[config.mk]
export PLATFORM = sky130hd
export DESIGN_NAME = text_console_cursor_engine_flat
export DESIGN_NICKNAME = d
export VERILOG_FILES = /design/src/hdl/tcce_pkg.sv /design/src/hdl/tcce_channels.sv /design/src/hdl/text_console_cursor_engine.sv /design/src/hdl/tcce_useq.sv /design/src/flat_wrapper.sv
export SDC_FILE = /design/constraint.sdc
export NUM_CORES = 1
export LEC_CHECK = 0
export BUFFER_PORTS_ARGS = -buffer_cell sky130_fd_sc_hd__buf_2
export CORE_MARGIN = 1.5
export CORE_UTILIZATION = 60
export DETAILED_ROUTE_END_ITERATION = 6
export PLACE_DENSITY = 0.81
export RECOVER_POWER = 50
export REMOVE_ABC_BUFFERS = 1
export SYNTH_ARGS = -nofsm -noshare
export SYNTH_HDL_FRONTEND = slang
export SYNTH_HIERARCHICAL = 1
export SYNTH_SLANG_ARGS = --single-unit
[constraint.sdc]
create_clock -name clk -period 6.7 [get_ports clk]
set_input_delay 1.005 -clock clk [delete_from_list [all_inputs] [get_ports clk]]
set_output_delay 1.005 -clock clk [all_outputs]
set_load 0.005 [all_outputs]
[src/hdl/tcce_pkg.sv]
// Shared types, codes and the microcode table of the text console cursor engine.
package tcce_pkg;

  // Default sizes for the top-level parameters.
  localparam int unsigned DEF_MAX_COLUMNS = 256;
  localparam int unsigned DEF_MAX_ROWS    = 256;
  localparam int unsigned DEF_TAB_WIDTH   = 8;

  // Field widths fixed by the interface.
  localparam int unsigned CHAR_W  = 8;
  localparam int unsigned POS_W   = 8;
  localparam int unsigned SIZE_W  = 9;
  localparam int unsigned CFG_IDX_W = 2;

  // Character codes with a meaning of their own.
  localparam logic [CHAR_W-1:0] CHAR_BACKSPACE = 8'h08;
  localparam logic [CHAR_W-1:0] CHAR_TAB       = 8'h09;
  localparam logic [CHAR_W-1:0] CHAR_NEWLINE   = 8'h0A;
  localparam logic [CHAR_W-1:0] CHAR_RETURN    = 8'h0D;
  localparam logic [CHAR_W-1:0] CHAR_PRINT_MIN = 8'h20;

  // Configuration register indexes.
  typedef enum logic [CFG_IDX_W-1:0] {
    REG_ENABLE       = 2'd0,
    REG_TEXT_COLUMNS = 2'd1,
    REG_TEXT_ROWS    = 2'd2,
    REG_GLYPH_LIMIT  = 2'd3
  } cfg_reg_t;

  // Cell command codes on the result channel.
  typedef enum logic [1:0] {
    CMD_DRAW         = 2'd0,
    CMD_ERASE_CURSOR = 2'd1,
    CMD_DRAW_CURSOR  = 2'd2,
    CMD_SCROLL       = 2'd3
  } cmd_t;

  // Microprogram step addresses.
  typedef enum logic [2:0] {
    S_ERASE   = 3'd0,
    S_NEWLINE = 3'd1,
    S_RETURN  = 3'd2,
    S_BACK    = 3'd3,
    S_TAB     = 3'd4,
    S_PRINT   = 3'd5,
    S_CURSOR  = 3'd6
  } step_t;

  // Character classes used by the dispatch jump.
  typedef enum logic [2:0] {
    CL_NEWLINE   = 3'd0,
    CL_RETURN    = 3'd1,
    CL_BACKSPACE = 3'd2,
    CL_TAB       = 3'd3,
    CL_PRINT     = 3'd4,
    CL_OTHER     = 3'd5
  } char_class_t;

  // When a step issues a command.
  typedef enum logic [1:0] {
    EM_NONE      = 2'd0,
    EM_ALWAYS    = 2'd1,
    EM_ON_SCROLL = 2'd2
  } emit_t;

  // Which cell a command addresses.
  typedef enum logic [1:0] {
    CELL_CURSOR = 2'd0,
    CELL_BACK   = 2'd1,
    CELL_ORIGIN = 2'd2
  } cell_sel_t;

  // Cursor update performed by a step.
  typedef enum logic [2:0] {
    CUR_HOLD    = 3'd0,
    CUR_NEWLINE = 3'd1,
    CUR_HOME    = 3'd2,
    CUR_BACK    = 3'd3,
    CUR_ADVANCE = 3'd4
  } cur_op_t;

  // Next-step selection.
  typedef enum logic [2:0] {
    BR_GOTO     = 3'd0,
    BR_DISPATCH = 3'd1,
    BR_WRAP     = 3'd2,
    BR_TAB      = 3'd3,
    BR_END      = 3'd4
  } branch_t;

  // One control word of the microprogram.
  typedef struct packed {
    emit_t     emit;
    cmd_t      cmd;
    cell_sel_t cell_sel;
    logic      glyph_char;
    logic      last;
    cur_op_t   cur_op;
    branch_t   br;
    step_t     target;
  } ctrl_word_t;

  // Datapath conditions seen by the sequencer.
  typedef struct packed {
    char_class_t cls;
    logic        wrap;
    logic        tab_stop;
  } status_t;

  // Microcode ROM: one control word per step.
  function automatic ctrl_word_t ucode_rom(input step_t s);
    ctrl_word_t w;
    unique case (s)
      S_ERASE:   w = '{EM_ALWAYS, CMD_ERASE_CURSOR, CELL_CURSOR, 1'b0, 1'b0,
                       CUR_HOLD, BR_DISPATCH, S_CURSOR};
      S_NEWLINE: w = '{EM_ON_SCROLL, CMD_SCROLL, CELL_ORIGIN, 1'b0, 1'b0,
                       CUR_NEWLINE, BR_GOTO, S_CURSOR};
      S_RETURN:  w = '{EM_NONE, CMD_DRAW, CELL_CURSOR, 1'b0, 1'b0,
                       CUR_HOME, BR_GOTO, S_CURSOR};
      S_BACK:    w = '{EM_ALWAYS, CMD_DRAW, CELL_BACK, 1'b0, 1'b0,
                       CUR_BACK, BR_GOTO, S_CURSOR};
      S_TAB:     w = '{EM_ALWAYS, CMD_DRAW, CELL_CURSOR, 1'b0, 1'b0,
                       CUR_ADVANCE, BR_TAB, S_TAB};
      S_PRINT:   w = '{EM_ALWAYS, CMD_DRAW, CELL_CURSOR, 1'b1, 1'b0,
                       CUR_ADVANCE, BR_WRAP, S_CURSOR};
      default:   w = '{EM_ALWAYS, CMD_DRAW_CURSOR, CELL_CURSOR, 1'b0, 1'b1,
                       CUR_HOLD, BR_END, S_CURSOR};
    endcase
    return w;
  endfunction

endpackage

[src/hdl/tcce_channels.sv]
// Channel interfaces: character input, cell command output and configuration writes.
interface tcce_in_if;
  logic                        valid;
  logic                        ready;
  logic [tcce_pkg::CHAR_W-1:0] char_code;

  modport source (output valid, output char_code, input ready);
  modport sink   (input valid, input char_code, output ready);
endinterface

interface tcce_out_if;
  logic                       valid;
  logic                       ready;
  logic [1:0]                 command;
  logic [tcce_pkg::POS_W-1:0] cell_column;
  logic [tcce_pkg::POS_W-1:0] cell_row;
  logic [tcce_pkg::CHAR_W-1:0] glyph;
  logic                       last;

  modport source (output valid, output command, output cell_column, output cell_row,
                  output glyph, output last, input ready);
  modport sink   (input valid, input command, input cell_column, input cell_row,
                  input glyph, input last, output ready);
endinterface

interface tcce_cfg_if;
  logic                           valid;
  logic                           ready;
  logic [tcce_pkg::CFG_IDX_W-1:0] index;
  logic [tcce_pkg::SIZE_W-1:0]    data;

  modport source (output valid, output index, output data, input ready);
  modport sink   (input valid, input index, input data, output ready);
endinterface

[src/hdl/text_console_cursor_engine.sv]
// Top level of the text console cursor engine: cursor datapath, registers and output stage.
//
//   channel   dir  handshake     payload
//   in_chan   in   valid/ready   char_code[7:0]
//   out_chan  out  valid/ready   command[1:0], cell_column[7:0], cell_row[7:0], glyph[7:0], last
//   cfg_chan  in   valid/ready   index[1:0], data[8:0] (always ready)
//
// A character is accepted and then runs through its microcode steps; a printable byte that wraps
// adds a newline step, and a tab repeats its step per column. The sequencer issues one control
// word per cycle while no step stalls, and each step moves at most one command into the output
// register. Reset is synchronous and active low; it clears the cursor and loads the defaults.
// A step that issues a command waits while the output register holds an untaken transfer.
// A new character is taken once the previous one has issued its final command.
module text_console_cursor_engine #(
  parameter int unsigned MAX_COLUMNS = tcce_pkg::DEF_MAX_COLUMNS,
  parameter int unsigned MAX_ROWS    = tcce_pkg::DEF_MAX_ROWS,
  parameter int unsigned TAB_WIDTH   = tcce_pkg::DEF_TAB_WIDTH
) (
  input  logic         clk,
  input  logic         rst_n,
  tcce_in_if.sink      in_chan,
  tcce_out_if.source   out_chan,
  tcce_cfg_if.sink     cfg_chan
);

  localparam int unsigned POS_W  = tcce_pkg::POS_W;
  localparam int unsigned SIZE_W = tcce_pkg::SIZE_W;
  localparam int unsigned NCELLS = 1 << POS_W;
  localparam logic [SIZE_W-1:0] COL_TOP =
    SIZE_W'((MAX_COLUMNS < NCELLS) ? MAX_COLUMNS : NCELLS);
  localparam logic [SIZE_W-1:0] ROW_TOP =
    SIZE_W'((MAX_ROWS < NCELLS) ? MAX_ROWS : NCELLS);

  // Configuration registers.
  logic              enable_r;
  logic [SIZE_W-1:0] text_columns_r;
  logic [SIZE_W-1:0] text_rows_r;
  logic [SIZE_W-1:0] glyph_limit_r;

  assign cfg_chan.ready = 1'b1;

  always_ff @(posedge clk) begin
    if (!rst_n) begin
      enable_r       <= 1'b0;
      text_columns_r <= SIZE_W'(80);
      text_rows_r    <= SIZE_W'(25);
      glyph_limit_r  <= SIZE_W'(256);
    end else if (cfg_chan.valid) begin
      unique case (tcce_pkg::cfg_reg_t'(cfg_chan.index))
        tcce_pkg::REG_ENABLE:       enable_r       <= cfg_chan.data[0];
        tcce_pkg::REG_TEXT_COLUMNS: text_columns_r <= cfg_chan.data;
        tcce_pkg::REG_TEXT_ROWS:    text_rows_r    <= cfg_chan.data;
        default:                    glyph_limit_r  <= cfg_chan.data;
      endcase
    end
  end

  // Grid size saturated to the supported range.
  logic [SIZE_W-1:0] cols_w, rows_w;
  always_comb begin
    priority if (text_columns_r == '0)     cols_w = SIZE_W'(1);
    else if (text_columns_r > COL_TOP)     cols_w = COL_TOP;
    else                                   cols_w = text_columns_r;
    priority if (text_rows_r == '0)        rows_w = SIZE_W'(1);
    else if (text_rows_r > ROW_TOP)        rows_w = ROW_TOP;
    else                                   rows_w = text_rows_r;
  end

  // Tab stop table: set where the column after this one is a multiple of the tab width.
  logic [NCELLS-1:0] tab_stop_tbl;
  for (genvar gi = 0; gi < NCELLS; gi++) begin : g_tab_stop
    assign tab_stop_tbl[gi] = (((gi + 1) % TAB_WIDTH) == 0);
  end

  // Input capture and sequencer start.
  logic                         busy;
  logic                         in_fire;
  logic [tcce_pkg::CHAR_W-1:0]  char_r;
  assign in_chan.ready = !busy;
  assign in_fire       = in_chan.valid && !busy;

  always_ff @(posedge clk) begin
    if (in_fire) begin
      char_r <= in_chan.char_code;
    end
  end

  // Character classification.
  tcce_pkg::char_class_t cls_w;
  always_comb begin
    priority if (char_r == tcce_pkg::CHAR_NEWLINE)    cls_w = tcce_pkg::CL_NEWLINE;
    else if (char_r == tcce_pkg::CHAR_RETURN)         cls_w = tcce_pkg::CL_RETURN;
    else if (char_r == tcce_pkg::CHAR_BACKSPACE)      cls_w = tcce_pkg::CL_BACKSPACE;
    else if (char_r == tcce_pkg::CHAR_TAB)            cls_w = tcce_pkg::CL_TAB;
    else if (char_r >= tcce_pkg::CHAR_PRINT_MIN)      cls_w = tcce_pkg::CL_PRINT;
    else                                              cls_w = tcce_pkg::CL_OTHER;
  end

  // Cursor position and the moves derived from it.
  logic [POS_W-1:0]  cursor_col_r, cursor_col_nxt;
  logic [POS_W-1:0]  cursor_row_r, cursor_row_nxt;
  logic [SIZE_W-1:0] col_inc, row_inc;
  logic              wrap, scroll;
  logic [POS_W-1:0]  nl_row, back_col, back_row;

  assign col_inc = {1'b0, cursor_col_r} + SIZE_W'(1);
  assign row_inc = {1'b0, cursor_row_r} + SIZE_W'(1);
  assign wrap    = (col_inc >= cols_w);
  assign scroll  = (row_inc >= rows_w);
  assign nl_row  = scroll ? POS_W'(rows_w - SIZE_W'(1)) : row_inc[POS_W-1:0];

  // Backspace target: previous column, the end of the previous row, or the origin itself.
  always_comb begin
    priority if (cursor_col_r != '0) begin
      back_col = cursor_col_r - POS_W'(1);
      back_row = cursor_row_r;
    end else if (cursor_row_r != '0) begin
      back_col = POS_W'(cols_w - SIZE_W'(1));
      back_row = cursor_row_r - POS_W'(1);
    end else begin
      back_col = cursor_col_r;
      back_row = cursor_row_r;
    end
  end

  // Microcode sequencer.
  tcce_pkg::ctrl_word_t ctrl;
  tcce_pkg::status_t    status;
  logic                 emit_now, stall, step_go;

  assign status = '{cls: cls_w, wrap: wrap, tab_stop: tab_stop_tbl[cursor_col_r]};

  tcce_useq u_useq (
    .clk     (clk),
    .rst_n   (rst_n),
    .start   (in_fire && enable_r),
    .advance (!stall),
    .status  (status),
    .ctrl    (ctrl),
    .busy    (busy)
  );

  always_comb begin
    unique case (ctrl.emit)
      tcce_pkg::EM_ALWAYS:    emit_now = 1'b1;
      tcce_pkg::EM_ON_SCROLL: emit_now = scroll;
      default:                emit_now = 1'b0;
    endcase
  end

  logic out_valid_r;
  assign stall   = emit_now && out_valid_r && !out_chan.ready;
  assign step_go = busy && !stall;

  // Cursor update for the current step.
  always_comb begin
    cursor_col_nxt = cursor_col_r;
    cursor_row_nxt = cursor_row_r;
    if (step_go) begin
      unique case (ctrl.cur_op)
        tcce_pkg::CUR_NEWLINE: begin
          cursor_col_nxt = '0;
          cursor_row_nxt = nl_row;
        end
        tcce_pkg::CUR_HOME:    cursor_col_nxt = '0;
        tcce_pkg::CUR_BACK: begin
          cursor_col_nxt = back_col;
          cursor_row_nxt = back_row;
        end
        tcce_pkg::CUR_ADVANCE: cursor_col_nxt = col_inc[POS_W-1:0];
        default: ;
      endcase
    end
  end

  always_ff @(posedge clk) begin
    if (!rst_n) begin
      cursor_col_r <= '0;
      cursor_row_r <= '0;
    end else begin
      cursor_col_r <= cursor_col_nxt;
      cursor_row_r <= cursor_row_nxt;
    end
  end

  // Command fields for the current step.
  logic [POS_W-1:0]            cell_col_w, cell_row_w;
  logic [tcce_pkg::CHAR_W-1:0] glyph_w;
  always_comb begin
    unique case (ctrl.cell_sel)
      tcce_pkg::CELL_BACK: begin
        cell_col_w = back_col;
        cell_row_w = back_row;
      end
      tcce_pkg::CELL_ORIGIN: begin
        cell_col_w = '0;
        cell_row_w = '0;
      end
      default: begin
        cell_col_w = cursor_col_r;
        cell_row_w = cursor_row_r;
      end
    endcase
    if (ctrl.glyph_char && ({1'b0, char_r} < glyph_limit_r)) begin
      glyph_w = char_r;
    end else begin
      glyph_w = '0;
    end
  end

  // Output register.
  tcce_pkg::cmd_t              out_cmd_r;
  logic [POS_W-1:0]            out_col_r, out_row_r;
  logic [tcce_pkg::CHAR_W-1:0] out_glyph_r;
  logic                        out_last_r;

  always_ff @(posedge clk) begin
    if (!rst_n) begin
      out_valid_r <= 1'b0;
    end else if (step_go && emit_now) begin
      out_valid_r <= 1'b1;
    end else if (out_chan.ready) begin
      out_valid_r <= 1'b0;
    end
  end

  always_ff @(posedge clk) begin
    if (step_go && emit_now) begin
      out_cmd_r   <= ctrl.cmd;
      out_col_r   <= cell_col_w;
      out_row_r   <= cell_row_w;
      out_glyph_r <= glyph_w;
      out_last_r  <= ctrl.last;
    end
  end

  assign out_chan.valid       = out_valid_r;
  assign out_chan.command     = out_cmd_r;
  assign out_chan.cell_column = out_col_r;
  assign out_chan.cell_row    = out_row_r;
  assign out_chan.glyph       = out_glyph_r;
  assign out_chan.last        = out_last_r;

  // A character taken while disabled starts no work.
  a_disabled_idle: assert property (@(posedge clk) disable iff (!rst_n)
    (in_fire && !enable_r) |=> !busy)
    else $error("disabled character started the sequencer");

  // The step that issues the final command ends the character.
  a_last_ends: assert property (@(posedge clk) disable iff (!rst_n)
    (step_go && ctrl.last) |=> !busy)
    else $error("sequencer still busy after final command");

  // A newline always leaves the cursor on a visible row.
  a_newline_row: assert property (@(posedge clk) disable iff (!rst_n)
    (step_go && ctrl.cur_op == tcce_pkg::CUR_NEWLINE) |=>
      ({1'b0, cursor_row_r} < $past(rows_w)))
    else $error("cursor row beyond grid after newline");

  // An advance that does not wrap moves exactly one column right.
  a_advance_step: assert property (@(posedge clk) disable iff (!rst_n)
    (step_go && ctrl.cur_op == tcce_pkg::CUR_ADVANCE && !wrap) |=>
      (cursor_col_r == POS_W'($past(cursor_col_r) + POS_W'(1))))
    else $error("cursor advance moved by other than one column");

endmodule

[src/hdl/tcce_useq.sv]
// Microcode sequencer: step counter, control ROM and conditional jumps.
module tcce_useq (
  input  logic                 clk,
  input  logic                 rst_n,
  input  logic                 start,
  input  logic                 advance,
  input  tcce_pkg::status_t    status,
  output tcce_pkg::ctrl_word_t ctrl,
  output logic                 busy
);

  logic                busy_r, busy_nxt;
  tcce_pkg::step_t     upc_r, upc_nxt;
  tcce_pkg::step_t     jump;

  // Control word of the current step.
  assign ctrl = tcce_pkg::ucode_rom(upc_r);
  assign busy = busy_r;

  // Dispatch on the character class.
  tcce_pkg::step_t dispatch;
  always_comb begin
    unique case (status.cls)
      tcce_pkg::CL_NEWLINE:   dispatch = tcce_pkg::S_NEWLINE;
      tcce_pkg::CL_RETURN:    dispatch = tcce_pkg::S_RETURN;
      tcce_pkg::CL_BACKSPACE: dispatch = tcce_pkg::S_BACK;
      tcce_pkg::CL_TAB:       dispatch = tcce_pkg::S_TAB;
      tcce_pkg::CL_PRINT:     dispatch = tcce_pkg::S_PRINT;
      default:                dispatch = tcce_pkg::S_CURSOR;
    endcase
  end

  // Next step address from the branch field.
  always_comb begin
    unique case (ctrl.br)
      tcce_pkg::BR_DISPATCH: jump = dispatch;
      tcce_pkg::BR_WRAP:     jump = status.wrap ? tcce_pkg::S_NEWLINE : ctrl.target;
      tcce_pkg::BR_TAB: begin
        priority if (status.wrap)     jump = tcce_pkg::S_NEWLINE;
        else if (status.tab_stop)     jump = tcce_pkg::S_CURSOR;
        else                          jump = ctrl.target;
      end
      default:               jump = ctrl.target;
    endcase
  end

  // Step counter update.
  always_comb begin
    busy_nxt = busy_r;
    upc_nxt  = upc_r;
    if (start) begin
      busy_nxt = 1'b1;
      upc_nxt  = tcce_pkg::S_ERASE;
    end else if (busy_r && advance) begin
      if (ctrl.br == tcce_pkg::BR_END) begin
        busy_nxt = 1'b0;
      end else begin
        upc_nxt = jump;
      end
    end
  end

  always_ff @(posedge clk) begin
    if (!rst_n) begin
      busy_r <= 1'b0;
      upc_r  <= tcce_pkg::S_ERASE;
    end else begin
      busy_r <= busy_nxt;
      upc_r  <= upc_nxt;
    end
  end

endmodule

[src/flat_wrapper.sv]
// flat-port wrapper written by rule: the top's interface ports become plain ports
module text_console_cursor_engine_flat 
#(
  parameter int unsigned MAX_COLUMNS = tcce_pkg::DEF_MAX_COLUMNS,
  parameter int unsigned MAX_ROWS    = tcce_pkg::DEF_MAX_ROWS,
  parameter int unsigned TAB_WIDTH   = tcce_pkg::DEF_TAB_WIDTH
)
  (clk, rst_n, in_chan_valid, in_chan_char_code, in_chan_ready, out_chan_valid, out_chan_command, out_chan_cell_column, out_chan_cell_row, out_chan_glyph, out_chan_last, out_chan_ready, cfg_chan_valid, cfg_chan_index, cfg_chan_data, cfg_chan_ready);
  tcce_in_if in_chan_i ();
  tcce_out_if out_chan_i ();
  tcce_cfg_if cfg_chan_i ();
  input  logic clk;
  input  logic rst_n;
  input wire logic [$bits(in_chan_i.valid)-1:0] in_chan_valid;
  input wire logic [$bits(in_chan_i.char_code)-1:0] in_chan_char_code;
  output wire logic [$bits(in_chan_i.ready)-1:0] in_chan_ready;
  output wire logic [$bits(out_chan_i.valid)-1:0] out_chan_valid;
  output wire logic [$bits(out_chan_i.command)-1:0] out_chan_command;
  output wire logic [$bits(out_chan_i.cell_column)-1:0] out_chan_cell_column;
  output wire logic [$bits(out_chan_i.cell_row)-1:0] out_chan_cell_row;
  output wire logic [$bits(out_chan_i.glyph)-1:0] out_chan_glyph;
  output wire logic [$bits(out_chan_i.last)-1:0] out_chan_last;
  input wire logic [$bits(out_chan_i.ready)-1:0] out_chan_ready;
  input wire logic [$bits(cfg_chan_i.valid)-1:0] cfg_chan_valid;
  input wire logic [$bits(cfg_chan_i.index)-1:0] cfg_chan_index;
  input wire logic [$bits(cfg_chan_i.data)-1:0] cfg_chan_data;
  output wire logic [$bits(cfg_chan_i.ready)-1:0] cfg_chan_ready;
  assign in_chan_i.valid = in_chan_valid;
  assign in_chan_i.char_code = in_chan_char_code;
  assign in_chan_ready = in_chan_i.ready;
  assign out_chan_valid = out_chan_i.valid;
  assign out_chan_command = out_chan_i.command;
  assign out_chan_cell_column = out_chan_i.cell_column;
  assign out_chan_cell_row = out_chan_i.cell_row;
  assign out_chan_glyph = out_chan_i.glyph;
  assign out_chan_last = out_chan_i.last;
  assign out_chan_i.ready = out_chan_ready;
  assign cfg_chan_i.valid = cfg_chan_valid;
  assign cfg_chan_i.index = cfg_chan_index;
  assign cfg_chan_i.data = cfg_chan_data;
  assign cfg_chan_ready = cfg_chan_i.ready;
  text_console_cursor_engine #(.MAX_COLUMNS(MAX_COLUMNS), .MAX_ROWS(MAX_ROWS), .TAB_WIDTH(TAB_WIDTH)) u_core (.clk(clk), .rst_n(rst_n), .in_chan(in_chan_i), .out_chan(out_chan_i), .cfg_chan(cfg_chan_i));
endmodule
# Word-level counts from Yosys, hierarchy flattened
# Memory sizes are Yosys's and may differ from the RTL's. A register that Yosys moved wholly into a read port is not among the register bits.
# Index checks and enable logic that the tools add are counted.
[totals] n_memories=1 rom_bits=256 input_bits=24 out_inout_bits=30 register_bits=84 word_cells=125
[memory_table] name="(name not given)" words=256 width=1 rd=1 rd_ports_with_merged_regs=1 write_ports=0 line="text_console_cursor_engine.sv:131" text="assign status = '{cls: cls_w, wrap: wrap, tab_stop: tab_stop_tbl[cursor_col_r]};"
[classes] magnitude_cmp=7 n_addsub=6 n_reduce_logical=33 mux=33 n_eq_ne=27 n_bitwise=3
[ops] op="17-bit one-hot mux with 6 select lines" n=1
[ops] op="8-bit two-way mux" n=7
[ops] op="8-bit one-hot mux with 2 select lines" n=3
[ops] op="9-bit two-way mux" n=4
[ops] op="8-bit by 4-bit == test with 1-bit output (second input constant)" n=4
[ops] op="8-bit by 1-bit subtractor with 8-bit output (second input constant)" n=4
[ops] op="3-bit by 2-bit == test with 1-bit output (second input constant)" n=8
[ops] op="8-bit one-hot mux with 3 select lines" n=1
[ops] op="3-bit two-way mux" n=7
[ops] op="8-bit by 1-bit adder with 9-bit output (second input constant)" n=2
[ops] op="9-bit greater-or-equal comparator" n=2
[ops] op="9-bit greater-than comparator (second input constant)" n=2
[ops] op="9-bit logical NOT" n=2
[ops] op="2-bit AND reduction" n=8
[ops] op="8-bit nonzero test" n=2
[ops] op="3-bit == test (second input constant)" n=5
[ops] op="3-bit one-hot mux with 5 select lines" n=1
[ops] op="3-bit by 1-bit == test with 1-bit output (second input constant)" n=4
[ops] op="8-bit by 9-bit less-than comparator with 1-bit output" n=1
[ops] op="8-bit by 9-bit less-than comparator with 1-bit output (second input constant)" n=1
[ops] op="3-bit one-hot mux with 3 select lines" n=1
[ops] op="8-bit by 6-bit greater-or-equal comparator with 1-bit output (second input constant)" n=1
[ops] op="2-bit nonzero test" n=4
[ops] op="1-bit logical AND" n=7
[ops] op="11 further kinds" n=27

# Longest topological paths before layout
[logic_depth] depth_word=12 depth_mapped=13

# Hierarchy
# The synthesis kept the hierarchy.
[by_module_without_submodules] mod="text_console_cursor_engine" n_inst=1 seq_area_each_um2=1971.9 cells_per_inst=613 area_each_um2=5188.7
[by_module_without_submodules] mod="tcce_useq" n_inst=1 seq_area_each_um2=80.1 cells_per_inst=51 area_each_um2=375.4

# Worst setup path after synthesis
# OpenSTA, ideal clock, no wires.
[synth_timing] path_type="flip-flop to flip-flop" from="reg u_core.cursor_row_r[2]" to="reg u_core.out_col_r[0] (netlist: u_core/out_chan.cell_column[0]) (enable)" stages_incl_launch_ff=12 path_buffers=2 synth_period_minus_slack_ps=5493 setup_time_ps=479 arrival_time_ps=5014 path_slack_ps=1207 path_cell_list="dfxtp_1 > clkbuf_1 > and3_1 > nand3_1 > xnor2_1 > ha_1 > nand2_1 > a2111oi_0 > a21o_1 > buf_2 > a21oi_1 > nor4_1"
[synth_between] elab_chain_cells=8
[synth_lines] element="start: declaration" line="text_console_cursor_engine.sv:101" text="logic [POS_W-1:0] cursor_row_r, cursor_row_nxt;"
[synth_lines] element="start signal: assignment" line="text_console_cursor_engine.sv:182" text="cursor_row_r <= cursor_row_nxt;"
[synth_lines] element="8-bit by 1-bit adder with 9-bit output (*)" line="text_console_cursor_engine.sv:107" text="assign row_inc = {1'b0, cursor_row_r} + SIZE_W'(1);"
[synth_lines] element="9-bit greater-or-equal comparator (*)" line="text_console_cursor_engine.sv:109" text="assign scroll = (row_inc >= rows_w);"
[synth_lines] element="1-bit one-hot mux with 2 select lines (*)" line="text_console_cursor_engine.sv:144" text="unique case (ctrl.emit)"
[synth_lines] element="1-bit logical AND (2 in a row)" line="text_console_cursor_engine.sv:152" text="assign stall = emit_now && out_valid_r && !out_chan.ready;"
[synth_lines] element="1-bit logical NOT" line="text_console_cursor_engine.sv:153" text="assign step_go = busy && !stall;"
[synth_lines] element="1-bit logical AND" line="text_console_cursor_engine.sv:153"
[synth_lines] element="1-bit logical AND (*)" line="text_console_cursor_engine.sv:228" text="if (step_go && emit_now) begin"
[synth_lines] element="end signal: assignment" line="text_console_cursor_engine.sv:230" text="out_col_r <= cell_col_w;"
[synth_lines] element="end: declaration" line="text_console_cursor_engine.sv:213" text="logic [POS_W-1:0] out_col_r, out_row_r;"
# Mark *: on every way between the ends. The rest lies on a longest branch, timed or not.
# A chain may end at the register's enable or synchronous reset.

# Worst setup path in the final report
[layout_timing] from="reg u_core.cursor_row_r[0]" to="reg u_core.out_row_r[6] (netlist: u_core/out_chan.cell_row[6]) (enable)"
[layout_between] elab_chain_cells=8
[layout_lines] element="8-bit by 1-bit adder with 9-bit output (*)" line="text_console_cursor_engine.sv:107"
[layout_lines] element="9-bit greater-or-equal comparator (*)" line="text_console_cursor_engine.sv:109"
[layout_lines] element="1-bit one-hot mux with 2 select lines (*)" line="text_console_cursor_engine.sv:144"
[layout_lines] element="1-bit logical AND (2 in a row)" line="text_console_cursor_engine.sv:152"
[layout_lines] element="1-bit logical NOT" line="text_console_cursor_engine.sv:153"
[layout_lines] element="1-bit logical AND" line="text_console_cursor_engine.sv:153"
[layout_lines] element="1-bit logical AND (*)" line="text_console_cursor_engine.sv:228"
[layout_lines] element="end signal: assignment" line="text_console_cursor_engine.sv:231" text="out_row_r <= cell_row_w;"
[layout_lines] element="end: declaration" line="text_console_cursor_engine.sv:213"
# Marks and branches as above.

==> results.cfg <==
[layout]
antenna_cells = 0
utilization = 0.670
drive_above_1_share = 0.113
synthToLayoutAreaGrowth_pct = 6.72
fin_area_um2 = 5900
fillers = 751
fin_nets = 736

[worst_setup_path]
end_kind = register
cp.required_ns = 6.78
crit_chain = ha_1, nand3_1, xnor2_1, ha_1, nand2_1, a2111oi_0, a21o_1, a21oi_1, nor4_2, buf_4
r2r_start = u_core/cursor_row_r[0]
critPathLaunch = u_core/cursor_row_r[0]
worst_path_dominant_cell_family = compound AO/OA/AOI/OAI gates
crit_buf_inv = 1
worst_path_max_delay_cell = a2111oi_0
max_stage_delay_ns = 0.85
reg2reg_to = u_core/out_chan.cell_row[6]
startpoint_type = register
cp_data_arrival_time_ns = 3.85
critical_path_class = reg2reg
crit_cells = 10
cp_max_fo = 16
cp_common_cell = ha_1
r2r_cells = 10
worstSetupEndpoint = u_core/out_chan.cell_row[6]
ff2ff_setup_slack_ns = 2.93

[timing]
relSlewSlack = 0.0191
final.setup.tns_ns = 0
finalCriticalPeriod_ns = 3.77
hold_violations = 0
period_share = 0.562
final.setup_skew_ns = 0.0142
tightest_slew_ns = 1.47
fmaxAchievable_mhz = 266
timing.final.ws_setup_ns = 2.93
rsz0062_at_grt = no
drv_slew = 0
setup_violations = 0

[placement]
pre_cts_ws_ns = 2.96
hpwlAfterDp_um = 10000
postPlaceCellArea_um2 = 5730
gp_congestion = 0.905
io_buffers = 52

[run_status]
status = finished, final reports clean

[global_routing]
antenna_found_initial = 0
grt_pass1_vias = 4659
grt_max_degree = 30
grt_use_total = 0.287
grt_pass1_wl_um = 22400
overflow = 0

[floorplan]
ioPinCount = 54
die_w_um = 99.0
start_util = 0.628
num_rows = 34
dieArea_um2 = 9800
die_height_um = 99.0
fp.coreArea_um2 = 8810

[route]
drtIter0Drc = 448
firstDrtPassIters = 5
drt-total-wl_um = 13400
via_per_inst = 6.29
post_drt_wl_per_cell_um = 16.9
antenna_left = 0
vias = 4967
drcViolationCount = 0

[power_and_ir_drop]
total_power_uw = 1030
power_density_nw_per_um2 = 175
irDropWorstVdd_mv = 0.168
p_leak_uw = 0.00236

[clocking]
post-cts-setup-buffers = 0
htreeDepth = 3
cts_root_buffer = clkbuf_8
clk_path_buf_depth = 2
clk-insertion-delay-late_ns = 0.38
numCtsBuffers = 9
clkSinkCount = 85
tritoncts = yes
cts_hold_buf = 0
clkTransAtPathRegs_ns = 0.10
cts_resized = 0

[logic_synthesis]
yosysWarnings = 6
avgSynthCellArea_um2 = 8.41
synth_area_um2 = 5530
synthesis.instances = 658

[flow_run]
drv_cap = 0

[min_path]
hp-class = reg2reg
whs_path_depth = 2
[final cells by class]
type | count | area (um2) | area share
Clock buffer | 9 | 124 | 0.0210
Tap cell | 108 | 135 | 0.0229
Timing Repair Buffer | 55 | 264 | 0.0447
Multi-Input combinational cell | 496 | 3150 | 0.533
Clock inverter | 7 | 70.1 | 0.0119
Inverter | 30 | 113 | 0.0191
Sequential cell | 85 | 2050 | 0.348
[through the flow]
stage                     hold WS [ns]  instances
after global routing             0.489        790
after global placement           0.451        774
after floorplan                  0.433        611
after detailed placement         0.452        774
final                            0.467        790
after CTS                        0.465        790
[metal layers]
layer | share of wire | track usage | wire length, um
met5 | 0 | 0 | 0
met2 | 0.47 | 0.480 | 6250
met1 | 0.44 | 0.371 | 5930
met3 | 0.066 | 0.0525 | 881
met4 | 0.024 | 0.111 | 319
[flip-flops by register name, summed over array words and instances, names as in the netlist, 2 cells and up]
signal	count
u_core/text_columns_r	9
u_core/text_rows_r	9
u_core/out_chan.command	2
u_core/out_chan.cell_row	8
u_core/cursor_row_r	8
u_core/char_r	8
u_core/u_useq/upc_r	3
u_core/out_chan.cell_column	8
u_core/out_chan.glyph	8
u_core/cursor_col_r	8
u_core/glyph_limit_r	9
[tightest hold or removal path, stage by stage (launching register included)]
cell and delay (ns):
dfxtp_1 0.32, nand2_1 0.05, a21oi_1 0.06
[report_power, final]
group | switching (uW) | internal (uW)
combinational | 61.4 | 39.6
clock | 220 | 148
sequential | 15.7 | 549
total | 297 | 737
[worst min-delay path by stage]
| stage | end | from | slack, ns |
|---|---|---|---|
| after floorplan | u_core/glyph_limit_r[8] | u_core/glyph_limit_r[8] | 0.43 |
| after global placement | u_core/glyph_limit_r[1] | u_core/glyph_limit_r[1] | 0.45 |
| after detailed placement | u_core/glyph_limit_r[2] | u_core/glyph_limit_r[2] | 0.45 |
| after CTS | u_core/glyph_limit_r[2] | u_core/glyph_limit_r[2] | 0.47 |
| after global routing | u_core/glyph_limit_r[2] | u_core/glyph_limit_r[2] | 0.49 |
| final | u_core/glyph_limit_r[4] | u_core/glyph_limit_r[4] | 0.47 |
[placed cells by master, fill, tap and decap left out, drive strengths merged, types with 9 or more instances in the layout]
cell type / count
nor2: 46
mux2i: 14
a21o: 9
a21oi: 51
nand3: 20
nand2: 97
buf: 42
nor2b: 11
xnor2: 10
o21ai: 43
ha: 35
nor3: 20
inv: 35
clkbuf: 22
nand2b: 11
dfxtp: 50
edfxtp: 35
Power figures use the tool's default switching activity.
